**src/rtl/core/ndp_pkg.sv**
```systemverilog
`timescale 1ns / 1ps
`default_nettype none

package ndp_pkg;

  // Largest image side that the block handles, and the widths that follow from it.
  localparam int MAX_DIM = 4096;
  localparam int DIM_W   = $clog2(MAX_DIM + 1);
  localparam int POS_W   = $clog2(MAX_DIM);
  localparam int CH_W    = 8;

  // Configuration port.
  localparam int CFG_W     = 13;
  localparam int CFG_IDX_W = 2;
  localparam logic [CFG_IDX_W-1:0] CFG_BOX_SIZE      = 2'd0;
  localparam logic [CFG_IDX_W-1:0] CFG_SOURCE_WIDTH  = 2'd1;
  localparam logic [CFG_IDX_W-1:0] CFG_SOURCE_HEIGHT = 2'd2;
  localparam logic [CFG_W-1:0]     BOX_SIZE_RST      = 13'd256;
  localparam logic [CFG_W-1:0]     SOURCE_DIM_RST    = 13'd1;

  // Depth of the queue between front and back.
  localparam int QUEUE_DEPTH = 4;

  // Shared divider: the size rounding needs 2*short*box + long over 2*long.
  localparam int DIV_NUM_W = 2 * DIM_W;
  localparam int DIV_DEN_W = DIM_W + 1;

  typedef struct packed {
    logic [CH_W-1:0] red_in;
    logic [CH_W-1:0] green_in;
    logic [CH_W-1:0] blue_in;
    logic [CH_W-1:0] alpha_in;
  } pixel_in_t;

  typedef struct packed {
    logic [CH_W-1:0] blue_out;
    logic [CH_W-1:0] green_out;
    logic [CH_W-1:0] red_out;
    logic [CH_W-1:0] alpha_out;
    logic            row_end;
    logic            frame_end;
  } pixel_out_t;

  // One request as classified by the front: position, row end and the frame sizes.
  typedef struct packed {
    pixel_in_t        pix;
    logic [POS_W-1:0] col;
    logic [POS_W-1:0] row;
    logic             last_col;
    logic [DIM_W-1:0] frame_w;
    logic [DIM_W-1:0] frame_h;
    logic [DIM_W-1:0] box;
  } q_entry_t;

  typedef struct packed {
    logic                 start;
    logic [DIV_NUM_W-1:0] num;
    logic [DIV_DEN_W-1:0] den;
  } div_req_t;

  typedef struct packed {
    logic                 done;
    logic [DIV_NUM_W-1:0] quot;
    logic [DIV_DEN_W-1:0] rem;
  } div_rsp_t;

  typedef enum logic [2:0] {
    ST_PIXEL,
    ST_SCALE,
    ST_SCALE_WAIT,
    ST_COL,
    ST_COL_WAIT,
    ST_ROW,
    ST_ROW_WAIT
  } back_state_t;

endpackage

`default_nettype wire

```
**src/rtl/core/ndp_queue.sv**
```systemverilog
`timescale 1ns / 1ps
`default_nettype none

module ndp_queue #(
  parameter int WIDTH = 1,
  parameter int DEPTH = 2
) (
  input  wire logic             clk,
  input  wire logic             rst_n,
  input  wire logic             push,
  input  wire logic [WIDTH-1:0] wdata,
  input  wire logic             pop,
  output logic      [WIDTH-1:0] rdata,
  output logic                  empty,
  output logic                  full
);

  localparam int PTR_W = (DEPTH > 1) ? $clog2(DEPTH) : 1;
  localparam int CNT_W = $clog2(DEPTH + 1);

  logic [WIDTH-1:0] mem_r [DEPTH];
  logic [PTR_W-1:0] wr_ptr_r, wr_ptr_nxt;
  logic [PTR_W-1:0] rd_ptr_r, rd_ptr_nxt;
  logic [CNT_W-1:0] count_r, count_nxt;

  assign empty = (count_r == '0);
  assign full  = (count_r == CNT_W'(DEPTH));
  assign rdata = mem_r[rd_ptr_r];

  always_comb begin
    wr_ptr_nxt = wr_ptr_r;
    rd_ptr_nxt = rd_ptr_r;
    count_nxt  = count_r;
    if (push) begin
      wr_ptr_nxt = (wr_ptr_r == PTR_W'(DEPTH - 1)) ? '0 : wr_ptr_r + PTR_W'(1);
    end
    if (pop) begin
      rd_ptr_nxt = (rd_ptr_r == PTR_W'(DEPTH - 1)) ? '0 : rd_ptr_r + PTR_W'(1);
    end
    if (push && !pop) begin
      count_nxt = count_r + CNT_W'(1);
    end else if (pop && !push) begin
      count_nxt = count_r - CNT_W'(1);
    end
  end

  always_ff @(posedge clk) begin
    if (!rst_n) begin
      wr_ptr_r <= '0;
      rd_ptr_r <= '0;
      count_r  <= '0;
    end else begin
      wr_ptr_r <= wr_ptr_nxt;
      rd_ptr_r <= rd_ptr_nxt;
      count_r  <= count_nxt;
    end
  end

  always_ff @(posedge clk) begin
    if (push) begin
      mem_r[wr_ptr_r] <= wdata;
    end
  end

endmodule

`default_nettype wire

```
**src/rtl/core/ndp_front.sv**
```systemverilog
`timescale 1ns / 1ps
`default_nettype none

module ndp_front (
  input  wire logic                              clk,
  input  wire logic                              rst_n,
  input  wire logic                              in_valid,
  output logic                                   in_stall,
  input  wire ndp_pkg::pixel_in_t                in_data,
  input  wire logic                              cfg_we,
  input  wire logic [ndp_pkg::CFG_IDX_W-1:0]     cfg_index,
  input  wire logic [ndp_pkg::CFG_W-1:0]         cfg_wdata,
  input  wire logic                              q_full,
  output logic                                   q_push,
  output ndp_pkg::q_entry_t                      q_wdata
);

  import ndp_pkg::*;

  // Zero counts as one, anything above the largest side counts as that side.
  function automatic logic [DIM_W-1:0] clamp_dim(input logic [CFG_W-1:0] v);
    logic [DIM_W-1:0] res;
    if (v == '0) begin
      res = DIM_W'(1);
    end else if (v > CFG_W'(MAX_DIM)) begin
      res = DIM_W'(MAX_DIM);
    end else begin
      res = DIM_W'(v);
    end
    return res;
  endfunction

  logic [CFG_W-1:0] box_size_r, source_width_r, source_height_r;
  logic [POS_W-1:0] col_r, col_nxt;
  logic [POS_W-1:0] row_r, row_nxt;
  logic [DIM_W-1:0] frame_w_r, frame_h_r, box_r;
  logic [DIM_W-1:0] fw, fh, fb;
  logic             frame_start, last_col, last_row, accept;

  assign in_stall = q_full;
  assign accept   = in_valid && !q_full;
  assign q_push   = accept;

  always_comb begin
    frame_start = (col_r == '0) && (row_r == '0);
    fw = frame_start ? clamp_dim(source_width_r)  : frame_w_r;
    fh = frame_start ? clamp_dim(source_height_r) : frame_h_r;
    fb = frame_start ? clamp_dim(box_size_r)      : box_r;
    last_col = ({1'b0, col_r} + DIM_W'(1)) >= fw;
    last_row = ({1'b0, row_r} + DIM_W'(1)) >= fh;
    col_nxt = last_col ? '0 : col_r + POS_W'(1);
    row_nxt = row_r;
    if (last_col) begin
      row_nxt = last_row ? '0 : row_r + POS_W'(1);
    end
    q_wdata.pix      = in_data;
    q_wdata.col      = col_r;
    q_wdata.row      = row_r;
    q_wdata.last_col = last_col;
    q_wdata.frame_w  = fw;
    q_wdata.frame_h  = fh;
    q_wdata.box      = fb;
  end

  always_ff @(posedge clk) begin
    if (!rst_n) begin
      box_size_r      <= BOX_SIZE_RST;
      source_width_r  <= SOURCE_DIM_RST;
      source_height_r <= SOURCE_DIM_RST;
    end else if (cfg_we) begin
      unique case (cfg_index)
        CFG_BOX_SIZE:      box_size_r      <= cfg_wdata;
        CFG_SOURCE_WIDTH:  source_width_r  <= cfg_wdata;
        CFG_SOURCE_HEIGHT: source_height_r <= cfg_wdata;
        default: ;
      endcase
    end
  end

  always_ff @(posedge clk) begin
    if (!rst_n) begin
      col_r     <= '0;
      row_r     <= '0;
      frame_w_r <= '0;
      frame_h_r <= '0;
      box_r     <= '0;
    end else if (accept) begin
      col_r     <= col_nxt;
      row_r     <= row_nxt;
      frame_w_r <= fw;
      frame_h_r <= fh;
      box_r     <= fb;
    end
  end

endmodule

`default_nettype wire

```
**src/rtl/core/ndp_div.sv**
```systemverilog
`timescale 1ns / 1ps
`default_nettype none

module ndp_div (
  input  wire logic              clk,
  input  wire logic              rst_n,
  input  wire ndp_pkg::div_req_t req,
  output ndp_pkg::div_rsp_t      rsp
);

  import ndp_pkg::*;

  localparam int CNT_W = $clog2(DIV_NUM_W);

  logic                 busy_r, done_r;
  logic [CNT_W-1:0]     cnt_r;
  logic [DIV_NUM_W-1:0] num_r;
  logic [DIV_DEN_W-1:0] den_r, rem_r, rem_step;
  logic [DIV_DEN_W:0]   shifted, diff;
  logic                 qbit, last_step;

  // Restoring division, one quotient bit per cycle; the quotient shifts into num_r.
  always_comb begin
    shifted   = {rem_r, num_r[DIV_NUM_W-1]};
    diff      = shifted - {1'b0, den_r};
    qbit      = shifted >= {1'b0, den_r};
    rem_step  = qbit ? diff[DIV_DEN_W-1:0] : shifted[DIV_DEN_W-1:0];
    last_step = busy_r && (cnt_r == CNT_W'(DIV_NUM_W - 1));
  end

  assign rsp.done = done_r;
  assign rsp.quot = num_r;
  assign rsp.rem  = rem_r;

  always_ff @(posedge clk) begin
    if (!rst_n) begin
      busy_r <= 1'b0;
      done_r <= 1'b0;
      cnt_r  <= '0;
    end else begin
      done_r <= last_step;
      if (req.start) begin
        busy_r <= 1'b1;
        cnt_r  <= '0;
      end else if (busy_r) begin
        cnt_r <= cnt_r + CNT_W'(1);
        if (last_step) begin
          busy_r <= 1'b0;
        end
      end
    end
  end

  always_ff @(posedge clk) begin
    if (req.start) begin
      num_r <= req.num;
      den_r <= req.den;
      rem_r <= '0;
    end else if (busy_r) begin
      num_r <= {num_r[DIV_NUM_W-2:0], qbit};
      rem_r <= rem_step;
    end
  end

endmodule

`default_nettype wire

```
**src/rtl/core/ndp_back.sv**
```systemverilog
`timescale 1ns / 1ps
`default_nettype none

module ndp_back (
  input  wire logic              clk,
  input  wire logic              rst_n,
  input  wire logic              q_empty,
  input  wire ndp_pkg::q_entry_t q_head,
  output logic                   q_pop,
  output logic                   out_valid,
  input  wire logic              out_stall,
  output ndp_pkg::pixel_out_t    out_data,
  output ndp_pkg::div_req_t      div_req,
  input  wire ndp_pkg::div_rsp_t div_rsp
);

  import ndp_pkg::*;

  // Truncating c*a/255 through a reciprocal: exact over the full 8-bit product range.
  function automatic logic [CH_W-1:0] premul(input logic [CH_W-1:0] c,
                                              input logic [CH_W-1:0] a);
    logic [2*CH_W-1:0] prod;
    logic [2*CH_W:0]   y, s;
    prod = (2*CH_W)'(c) * (2*CH_W)'(a);
    y    = {1'b0, prod} + (2*CH_W+1)'(1);
    s    = y + (y >> CH_W);
    return s[2*CH_W-1:CH_W];
  endfunction

  back_state_t state_r, state_nxt;
  logic        setup_done_r, setup_done_nxt;
  logic        out_valid_r, out_valid_nxt;
  pixel_out_t  out_data_r, out_data_nxt;

  logic [DIM_W-1:0]   fw_r, fh_r, fb_r, fw_nxt, fh_nxt, fb_nxt;
  logic               wide_r, scale_r, wide_nxt, scale_nxt;
  logic [DIM_W-1:0]   long_r, long_nxt;
  logic [DIV_NUM_W-1:0] prod_r, prod_nxt;
  logic [DIM_W-1:0]   tw_r, th_r, tw_nxt, th_nxt;
  logic [POS_W-1:0]   col_q_r, col_rm_r, row_q_r, row_rm_r;
  logic [POS_W-1:0]   col_q_nxt, col_rm_nxt, row_q_nxt, row_rm_nxt;

  logic [POS_W-1:0]   npc_r, npc_nxt, npr_r, npr_nxt;
  logic [DIM_W-1:0]   crem_r, crem_nxt, rrem_r, rrem_nxt;
  logic [DIM_W-1:0]   ocol_r, ocol_nxt, orow_r, orow_nxt;

  logic               head_start, can_load, item_go;
  logic [POS_W-1:0]   npc_e;
  logic [DIM_W-1:0]   crem_e, ocol_e;
  logic               row_kept, pick, re, fe;
  logic [DIM_W-1:0]   csum, cden, rsum, rden;
  logic [DIM_W-1:0]   short_side, scaled;

  assign out_valid = out_valid_r;
  assign out_data  = out_data_r;

  always_comb begin
    head_start = (q_head.col == '0) && (q_head.row == '0);
    can_load   = !out_valid_r || !out_stall;
    item_go    = (state_r == ST_PIXEL) && !q_empty && can_load
                 && (!head_start || setup_done_r);

    // Column stepper restarts at the first column of every row.
    npc_e  = (q_head.col == '0) ? '0 : npc_r;
    crem_e = (q_head.col == '0) ? '0 : crem_r;
    ocol_e = (q_head.col == '0) ? '0 : ocol_r;

    row_kept = (orow_r < th_r) && (q_head.row == npr_r);
    pick     = row_kept && (ocol_e < tw_r) && (q_head.col == npc_e);
    re       = (ocol_e + DIM_W'(1)) == tw_r;
    fe       = re && ((orow_r + DIM_W'(1)) == th_r);

    cden = tw_r - DIM_W'(1);
    csum = crem_e + DIM_W'(col_rm_r);
    rden = th_r - DIM_W'(1);
    rsum = rrem_r + DIM_W'(row_rm_r);

    short_side = q_head.frame_w >= q_head.frame_h ? q_head.frame_h : q_head.frame_w;
    scaled     = (div_rsp.quot[DIM_W-1:0] == '0) ? DIM_W'(1) : div_rsp.quot[DIM_W-1:0];
  end

  always_comb begin
    state_nxt      = state_r;
    setup_done_nxt = setup_done_r;
    out_valid_nxt  = out_valid_r;
    out_data_nxt   = out_data_r;
    fw_nxt         = fw_r;
    fh_nxt         = fh_r;
    fb_nxt         = fb_r;
    wide_nxt       = wide_r;
    scale_nxt      = scale_r;
    long_nxt       = long_r;
    prod_nxt       = prod_r;
    tw_nxt         = tw_r;
    th_nxt         = th_r;
    col_q_nxt      = col_q_r;
    col_rm_nxt     = col_rm_r;
    row_q_nxt      = row_q_r;
    row_rm_nxt     = row_rm_r;
    npc_nxt        = npc_r;
    crem_nxt       = crem_r;
    ocol_nxt       = ocol_r;
    npr_nxt        = npr_r;
    rrem_nxt       = rrem_r;
    orow_nxt       = orow_r;
    q_pop          = 1'b0;
    div_req.start  = 1'b0;
    div_req.num    = '0;
    div_req.den    = '0;

    if (out_valid_r && !out_stall) begin
      out_valid_nxt = 1'b0;
    end

    unique case (state_r)
      ST_PIXEL: begin
        if (!q_empty && head_start && !setup_done_r) begin
          // First pixel of a frame: latch sizes and form short side times box.
          fw_nxt    = q_head.frame_w;
          fh_nxt    = q_head.frame_h;
          fb_nxt    = q_head.box;
          wide_nxt  = q_head.frame_w >= q_head.frame_h;
          scale_nxt = (q_head.frame_w > q_head.box) || (q_head.frame_h > q_head.box);
          long_nxt  = q_head.frame_w >= q_head.frame_h ? q_head.frame_w : q_head.frame_h;
          prod_nxt  = DIV_NUM_W'(short_side) * DIV_NUM_W'(q_head.box);
          state_nxt = ST_SCALE;
        end else if (item_go) begin
          q_pop    = 1'b1;
          npc_nxt  = npc_e;
          crem_nxt = crem_e;
          ocol_nxt = ocol_e;
          if (pick) begin
            out_valid_nxt          = 1'b1;
            out_data_nxt.blue_out  = premul(q_head.pix.blue_in,  q_head.pix.alpha_in);
            out_data_nxt.green_out = premul(q_head.pix.green_in, q_head.pix.alpha_in);
            out_data_nxt.red_out   = premul(q_head.pix.red_in,   q_head.pix.alpha_in);
            out_data_nxt.alpha_out = q_head.pix.alpha_in;
            out_data_nxt.row_end   = re;
            out_data_nxt.frame_end = fe;
            if (!re) begin
              if (csum >= cden) begin
                crem_nxt = csum - cden;
                npc_nxt  = npc_e + col_q_r + POS_W'(1);
              end else begin
                crem_nxt = csum;
                npc_nxt  = npc_e + col_q_r;
              end
            end
            ocol_nxt = ocol_e + DIM_W'(1);
          end
          if (q_head.last_col && row_kept) begin
            if ((orow_r + DIM_W'(1)) < th_r) begin
              if (rsum >= rden) begin
                rrem_nxt = rsum - rden;
                npr_nxt  = npr_r + row_q_r + POS_W'(1);
              end else begin
                rrem_nxt = rsum;
                npr_nxt  = npr_r + row_q_r;
              end
            end
            orow_nxt = orow_r + DIM_W'(1);
          end
          setup_done_nxt = 1'b0;
        end
      end
      ST_SCALE: begin
        if (scale_r) begin
          div_req.start = 1'b1;
          div_req.num   = {prod_r[DIV_NUM_W-2:0], 1'b0} + DIV_NUM_W'(long_r);
          div_req.den   = {long_r, 1'b0};
          state_nxt     = ST_SCALE_WAIT;
        end else begin
          tw_nxt    = fw_r;
          th_nxt    = fh_r;
          state_nxt = ST_COL;
        end
      end
      ST_SCALE_WAIT: begin
        if (div_rsp.done) begin
          if (wide_r) begin
            tw_nxt = fb_r;
            th_nxt = scaled;
          end else begin
            th_nxt = fb_r;
            tw_nxt = scaled;
          end
          state_nxt = ST_COL;
        end
      end
      ST_COL: begin
        if (tw_r > DIM_W'(1)) begin
          div_req.start = 1'b1;
          div_req.num   = DIV_NUM_W'(fw_r - DIM_W'(1));
          div_req.den   = DIV_DEN_W'(tw_r - DIM_W'(1));
          state_nxt     = ST_COL_WAIT;
        end else begin
          col_q_nxt  = '0;
          col_rm_nxt = '0;
          state_nxt  = ST_ROW;
        end
      end
      ST_COL_WAIT: begin
        if (div_rsp.done) begin
          col_q_nxt  = div_rsp.quot[POS_W-1:0];
          col_rm_nxt = div_rsp.rem[POS_W-1:0];
          state_nxt  = ST_ROW;
        end
      end
      ST_ROW: begin
        if (th_r > DIM_W'(1)) begin
          div_req.start = 1'b1;
          div_req.num   = DIV_NUM_W'(fh_r - DIM_W'(1));
          div_req.den   = DIV_DEN_W'(th_r - DIM_W'(1));
          state_nxt     = ST_ROW_WAIT;
        end else begin
          row_q_nxt      = '0;
          row_rm_nxt     = '0;
          npr_nxt        = '0;
          rrem_nxt       = '0;
          orow_nxt       = '0;
          setup_done_nxt = 1'b1;
          state_nxt      = ST_PIXEL;
        end
      end
      ST_ROW_WAIT: begin
        if (div_rsp.done) begin
          row_q_nxt      = div_rsp.quot[POS_W-1:0];
          row_rm_nxt     = div_rsp.rem[POS_W-1:0];
          npr_nxt        = '0;
          rrem_nxt       = '0;
          orow_nxt       = '0;
          setup_done_nxt = 1'b1;
          state_nxt      = ST_PIXEL;
        end
      end
      default: state_nxt = ST_PIXEL;
    endcase
  end

  always_ff @(posedge clk) begin
    if (!rst_n) begin
      state_r      <= ST_PIXEL;
      setup_done_r <= 1'b0;
      out_valid_r  <= 1'b0;
      npc_r        <= '0;
      crem_r       <= '0;
      ocol_r       <= '0;
      npr_r        <= '0;
      rrem_r       <= '0;
      orow_r       <= '0;
      tw_r         <= '0;
      th_r         <= '0;
    end else begin
      state_r      <= state_nxt;
      setup_done_r <= setup_done_nxt;
      out_valid_r  <= out_valid_nxt;
      npc_r        <= npc_nxt;
      crem_r       <= crem_nxt;
      ocol_r       <= ocol_nxt;
      npr_r        <= npr_nxt;
      rrem_r       <= rrem_nxt;
      orow_r       <= orow_nxt;
      tw_r         <= tw_nxt;
      th_r         <= th_nxt;
    end
  end

  always_ff @(posedge clk) begin
    out_data_r <= out_data_nxt;
    fw_r       <= fw_nxt;
    fh_r       <= fh_nxt;
    fb_r       <= fb_nxt;
    wide_r     <= wide_nxt;
    scale_r    <= scale_nxt;
    long_r     <= long_nxt;
    prod_r     <= prod_nxt;
    col_q_r    <= col_q_nxt;
    col_rm_r   <= col_rm_nxt;
    row_q_r    <= row_q_nxt;
    row_rm_r   <= row_rm_nxt;
  end

endmodule

`default_nettype wire

```
**src/rtl/core/nearest_downscale_premultiply_unit.sv**
```systemverilog
`timescale 1ns / 1ps
`default_nettype none

// Nearest-neighbor thumbnail downscaler with alpha premultiplication. Source RGBA
// pixels enter in raster order, one request per pixel; the frame position is kept
// internally, so the first request after reset is the top-left pixel of a frame.
// On that first pixel the block latches box_size, source_width and source_height
// (zero counts as one, values above 4096 count as 4096) and works out the target
// size: unchanged if it fits the box, otherwise the long side becomes the box and
// the short side is rounded to nearest, at least one. Only the picked source pixels
// produce a result, as BGRA premultiplied with truncating c*a/255, with row_end and
// frame_end marking the last pixel of a row and of the thumbnail. A configuration
// write takes effect at the next frame start. The block sustains one request per cycle
// while the result side does not stall. The first pixel of each frame waits for frame
// setup, which runs up to three divisions one bit per cycle on a single shared divider
// (size rounding, then the column and row step quotients). A four-entry queue lets the
// input side keep accepting during that setup and during output stalls.
module nearest_downscale_premultiply_unit #(
  parameter int QDEPTH = ndp_pkg::QUEUE_DEPTH
) (
  input  wire logic                          clk,
  input  wire logic                          rst_n,
  input  wire logic                          in_valid,
  output logic                               in_stall,
  input  wire ndp_pkg::pixel_in_t            in_data,
  output logic                               out_valid,
  input  wire logic                          out_stall,
  output ndp_pkg::pixel_out_t                out_data,
  input  wire logic                          cfg_we,
  input  wire logic [ndp_pkg::CFG_IDX_W-1:0] cfg_index,
  input  wire logic [ndp_pkg::CFG_W-1:0]     cfg_wdata
);

  import ndp_pkg::*;

  localparam int ENTRY_W = $bits(q_entry_t);

  logic     q_push, q_pop, q_empty, q_full;
  q_entry_t q_wdata, q_head;
  logic [ENTRY_W-1:0] q_rdata;
  div_req_t div_req;
  div_rsp_t div_rsp;

  assign q_head = q_entry_t'(q_rdata);

  // The front tracks the raster position and tags each request with its frame sizes.
  ndp_front u_front (
    .clk       (clk),
    .rst_n     (rst_n),
    .in_valid  (in_valid),
    .in_stall  (in_stall),
    .in_data   (in_data),
    .cfg_we    (cfg_we),
    .cfg_index (cfg_index),
    .cfg_wdata (cfg_wdata),
    .q_full    (q_full),
    .q_push    (q_push),
    .q_wdata   (q_wdata)
  );

  ndp_queue #(
    .WIDTH (ENTRY_W),
    .DEPTH (QDEPTH)
  ) u_queue (
    .clk   (clk),
    .rst_n (rst_n),
    .push  (q_push),
    .wdata (ENTRY_W'(q_wdata)),
    .pop   (q_pop),
    .rdata (q_rdata),
    .empty (q_empty),
    .full  (q_full)
  );

  // The back runs frame setup, the pick steppers, premultiply and the output register.
  ndp_back u_back (
    .clk       (clk),
    .rst_n     (rst_n),
    .q_empty   (q_empty),
    .q_head    (q_head),
    .q_pop     (q_pop),
    .out_valid (out_valid),
    .out_stall (out_stall),
    .out_data  (out_data),
    .div_req   (div_req),
    .div_rsp   (div_rsp)
  );

  ndp_div u_div (
    .clk   (clk),
    .rst_n (rst_n),
    .req   (div_req),
    .rsp   (div_rsp)
  );

endmodule

`default_nettype wire

```
**config.mk**
```make
export PLATFORM = sky130hd
export DESIGN_NAME = nearest_downscale_premultiply_unit
export DESIGN_NICKNAME = d
export VERILOG_FILES = /design/src/rtl/core/ndp_pkg.sv /design/src/rtl/core/ndp_queue.sv /design/src/rtl/core/ndp_front.sv /design/src/rtl/core/ndp_div.sv /design/src/rtl/core/ndp_back.sv /design/src/rtl/core/nearest_downscale_premultiply_unit.sv
export SDC_FILE = /design/constraint.sdc
export NUM_CORES = 2
export LEC_CHECK = 0
export BUFFER_PORTS_ARGS = -buffer_cell sky130_fd_sc_hd__buf_2
export CAP_MARGIN = 10
export CORE_MARGIN = 10
export CORE_UTILIZATION = 29
export CTS_BUF_LIST = sky130_fd_sc_hd__clkbuf_2 sky130_fd_sc_hd__clkbuf_4 sky130_fd_sc_hd__clkbuf_8
export DETAILED_ROUTE_END_ITERATION = 12
export HOLD_SLACK_MARGIN = 0.02
export SLEW_MARGIN = 20
export SYNTH_ARGS = -nofsm -noshare
export SYNTH_HDL_FRONTEND = slang
export SYNTH_SLANG_ARGS = --single-unit
```
**constraint.sdc**
```tcl
create_clock -name clk -period 11.7 [get_ports clk]
set_input_delay 1.755 -clock clk [delete_from_list [all_inputs] [get_ports clk]]
set_output_delay 1.755 -clock clk [all_outputs]
set_load 0.005 [all_outputs]
```
Yosys cells after proc, flatten, opt, wreduce, memory -nomap -nowiden:

Memories as Yosys holds them, arrays and structs flattened. A register that Yosys moved wholly into a read port is not among the register bits.
Cells that the tools add are included.

* register bits: 438
* bits in writable memories: 384
* input bits: 52
* output and inout port bits: 36
* logic and storage cells: 286
* memories: 1

Memory list
* u_queue.mem_r: depth 4, width 96, read ports 1, clocked after Yosys merged registers in 1, wr ports 1, RTL line ndp_queue.sv:21 `logic [WIDTH-1:0] mem_r [DEPTH];`

* add/subtract/negate cells: 33
* multiply operators: 4
* $lt $le $gt $ge: 16
* equality and inequality tests: 27
* mux-type cells: 98
* bitwise gates (word level): 2
* reductions and logical operators: 60

Operators by type and width (number)
* 13-bit 2-to-1 mux: 34
* 12-bit 2-to-1 mux: 16
* 41-bit 2-to-1 mux: 3
* 41-bit one-hot mux with 3 select lines: 1
* 12-bit one-hot mux with 2 select lines: 4
* 13-bit one-hot mux with 3 select lines: 2
* 13-bit greater-or-equal comparator: 5
* 13-bit by 1-bit subtractor with 14-bit output, second input constant: 4
* 13-bit logical NOT: 4
* 26-bit 2-to-1 mux: 2
* 13-bit one-hot mux with 2 select lines: 2
* 16-bit by 1-bit adder with 17-bit output, second input constant: 3
* 12-bit by 1-bit adder with 12-bit output, second input constant: 4
* 16-bit by 9-bit adder with 16-bit output: 3
* 12-bit logical NOT: 4
* 8-bit by 8-bit multiplier with 16-bit output: 3
* 13-bit greater-than comparator, second input constant: 3
* 13-bit < comparator: 3
* 12-bit one-hot mux with 3 select lines: 1
* 12-bit by 1-bit adder with 13-bit output, second input constant: 2
* 13-bit by 1-bit adder with 13-bit output, second input constant: 2
* 13-bit by 12-bit adder with 13-bit output: 2
* 26-bit by 13-bit adder with 26-bit output: 1
* 13-bit == test: 2
* 42 further kinds: 130

Depth between registers and ports, before layout:

* depth in word-level cells: 11
* depth in mapped cells: 42
* gate-level depth less buffers: 32

Modules after synthesis:

From an unflattened synthesis, not the netlist that was laid out.

* cell total of the unflattened synthesis: 5155
* area, all modules: 55089.1 um^2

By module, submodules not included
* ndp_back: instances 1, cells an instance 3597, area each 31810.5 um^2, sequential area each 6976.7 um^2
* ndp_queue: instances 1, cells an instance 546, area each 14301.2 um^2, sequential area each 11711.2 um^2
* ndp_front: instances 1, cells an instance 714, area each 5730.5 um^2, sequential area each 2042.0 um^2
* ndp_div: instances 1, cells an instance 298, area each 3246.9 um^2, sequential area each 1621.6 um^2

Worst setup path before layout:

No wires, ideal clock.

* path kind: register to register
* from: register with a tool-made name
* to: register u_back.prod_r[23] (data pin)
* setup time: 0.258 ns
* data arrival time: 9.454 ns
* data required time: 11.442 ns
* slack: 1.988 ns
* stages on the path, launching flop included: 38
* path buffers: 10
* clock period less this slack: 9.712 ns
* cell sequence: dfxtp_1 buf_6 buf_6 buf_6 buf_6 buf_4 buf_4 buf_2 buf_4 mux4_2 ha_1 a21oi_1 o21ai_0 a2111oi_0 o21a_1 clkbuf_1 buf_1 mux2i_1 (+2 left out) inv_1 fa_1 inv_1 fa_1 inv_1 fa_1 fa_1 inv_1 ha_1 a21oi_1 nor2b_1 o31a_1 o41ai_1 o21ai_0 a211o_1 a21o_1 a21oi_1 xnor2_1

RTL lines
* to (signal assigned): RTL line ndp_back.sv:276 `prod_r <= prod_nxt;`
* to (decl): RTL line ndp_back.sv:38 `logic [DIV_NUM_W-1:0] prod_r, prod_nxt;`

==> impl_metrics.toml <==
[status]
status = "finished, final reports clean"

[clock_tree]
cts_hold_buf = 0
cts_buffers = 148
cts_max_path_buffers = 3
tritoncts = "yes"
ctsHtreeMaxLevel = 4
clk_pin_slew_ns = 0.06
cts_setup_buffers = 0
root_buffer = "clkbuf_8"
post_cts_resized = 0
cts_sinks = 824
clk_latency_ns = 0.89

[route]
drtIter0Drc = 2698
drc_errors = 0
first_pass_iters = 6
via_count = 38900
wl_um = 146000
wl_per_cell_um = 18.5
ant_nets = 0
vias_per_cell = 4.93

[die]
dieArea_um2 = 205000
die_h_um = 453
start_util = 0.292
fp.dieW_um = 453
rows = 158
core_um2 = 186000
io_pins = 88

[grt]
grt_overflow = 0
grt_pass1_wl_um = 228000
antenna_found_initial = 14
grt_pass1_vias = 39300
grt_util_all_layers = 0.139
grt_max_degree = 80

[yosys]
synth-seq-cells = 824
syn_nets = 5932
synthCells = 5201
yosysUniqueCellTypes = 86
avgSynthCellArea_um2 = 10.4
synth_edf_count = 585
yosysSeqAreaShare = 0.412
synth-main-ff-cell = "edfxtp_1"
async_flop_share = 0
ys.warnings.count = 0
synth_area_um2 = 54300

[worst_setup_path]
cp-start-kind = "flop"
cp.arrival_ns = 10.50
ff2ff_path_depth = 29
crit_path_top_delay_cell = "o21a_2"
regToRegEndpoint = "u_back.prod_r[24]"
slowest_delay_ns = 0.83
critical_path_class = "flop to flop"
r2r_slack_ns = 1.79
critical_path.most_common_cell = "ha_1"
worstSetupEndpointType = "flop"
critical_path_required_ns = 12.29
crit_fanout = 47

[timing]
fin_crit_ns = 9.91
fmax_mhz = 101
max_slew.worst_pin.slew_ns = 1.08
skew_ns = 0.0769
hold_violations = 0
relSlewSlack = 0.274
final-setup-viol-count = 0
setup_tns_ns = 0
drv_slew = 0
fin_crit_sh = 0.847
rsz0062_at_grt = "false"

[finish]
layout.cells.most_common = "edfxtp_1"
area_growth_pct = 11.8
fin_area_um2 = 60700
drive_above_1_share = 0.102
fill_cells = 19000
multiInputGateArea_um2 = 29300
seq_area_um2 = 22400
layout_common_cells = "585 x edfxtp_1, 578 x nand2_1, 505 x inv_1"
layout.nets = 6022
fin_util = 0.327
fin_cells = 7897

[placement]
port_buffers = 87
place_congestion = 0.887
dpl.hpwl_um = 107000
placed_area_um2 = 57500
dp_cells = 7620

[worst_hold_path]
worstHoldEndpoint = "u_back.crem_r[6]"
hp-start = "u_back.crem_r[6]"
hold_class = "flop to flop"
hold_depth = 1

[job]
cap_violations = 0
[synth_stat cells, drive strengths merged (20+ instances only)]
cell type | number | share of area
edfxtp | 585 | 0.32
nand2 | 579 | 0.040
inv | 508 | 0.035
ha | 442 | 0.10
nor2 | 368 | 0.025
a21oi | 282 | 0.026
dfxtp | 239 | 0.088
fa | 237 | 0.087
o21ai | 191 | 0.018
xnor2 | 187 | 0.030
clkbuf | 154 | 0.011
and2 | 135 | 0.016
mux2i | 114 | 0.021
xor2 | 107 | 0.017
nor3 | 66 | 0.0063
mux4 | 61 | 0.025
a21o | 59 | 0.0082
nand3 | 59 | 0.0054
nor4 | 53 | 0.0061
buf | 46 | 0.0047
nor2b | 46 | 0.0053
mux2 | 45 | 0.0093
nand4 | 44 | 0.0051
o21a | 42 | 0.0058
o211ai | 41 | 0.0057
and3 | 39 | 0.0045
nand2b | 38 | 0.0044
or3 | 33 | 0.0038
nand3b | 32 | 0.0044
o211a | 27 | 0.0050
a21boi | 25 | 0.0035
a22oi | 25 | 0.0035
o21bai | 24 | 0.0033
a211oi | 23 | 0.0034
a22o | 20 | 0.0032
[worst max-delay path: cells and delay by family (launching register included)]
family	cells	cell delay, ns
AND/OR/NAND/NOR	3	0.29
XOR/XNOR	1	0.09
AO/OA/AOI/OAI	11	3.63
flip-flops	1	0.73
adder cells (fa/ha/maj)	8	2.84
multiplexers	2	1.39
buffers and inverters	4	0.66
[through the flow]
stage	hold slack, ns	worst slack [ns]
after CTS	0.458	1.81
after global routing	0.468	1.08
after global placement	0.438	1.85
after floorplan	0.424	1.99
final	0.453	1.79
after detailed placement	0.442	1.85
[registers in the layout, indices dropped and copies added (netlist names), 14 cells and up, named ones only]
signal and count:
u_div.num_r 26, u_div.rem_r 14, u_div.den_r 14, u_back.prod_r 25, u_queue.mem_r 384, u_back.out_data 34
[logic make-up (layout without fill, tap and decap cells)]
kind of cell	after synthesis	count (layout)	share of synthesized area
buffers and inverters	714	924	0.0509
other	0	6	0
multiplexers	220	220	0.0557
AO/OA/AOI/OAI	918	918	0.110
AND/OR/NAND/NOR	1550	1550	0.135
XOR/XNOR	294	294	0.0474
flip-flops	824	824	0.412
adder cells (fa/ha/maj)	681	681	0.190
[per-layer routing]
layer  part of all wire  vias up  GRT usage
li1                   -    18500          -
met1               0.45    19100      0.189
met4              0.029        8     0.0449
met3              0.057      274     0.0242
met5            0.00032        -          0
met2               0.46     1070      0.225
[how the worst max path moves through the flow]
stage | cells after the start | startpoint | to
after global routing | 29 | flop | u_back.prod_r[24]
after global placement | 29 | flop | u_back.prod_r[24]
after floorplan | 37 | flop | u_back.prod_r[23]
final | 29 | flop | u_back.prod_r[24]
after CTS | 29 | flop | u_back.prod_r[24]
after detailed placement | 29 | flop | u_back.prod_r[24]
[layout make-up]
| type | count | area share |
|---|---|---|
| multi-input cells | 3663 | 0.482 |
| flip-flops and latches | 824 | 0.368 |
| well taps | 2480 | 0.0511 |
| clock buffers | 203 | 0.0412 |
| inverters | 514 | 0.0318 |
| repair buffers | 140 | 0.0141 |
| clock inverters | 67 | 0.0110 |
| diodes | 6 | 0.000247 |
Power is not shown: default switching activity piles up to over one toggle a cycle in this logic, so the estimate is an artifact.
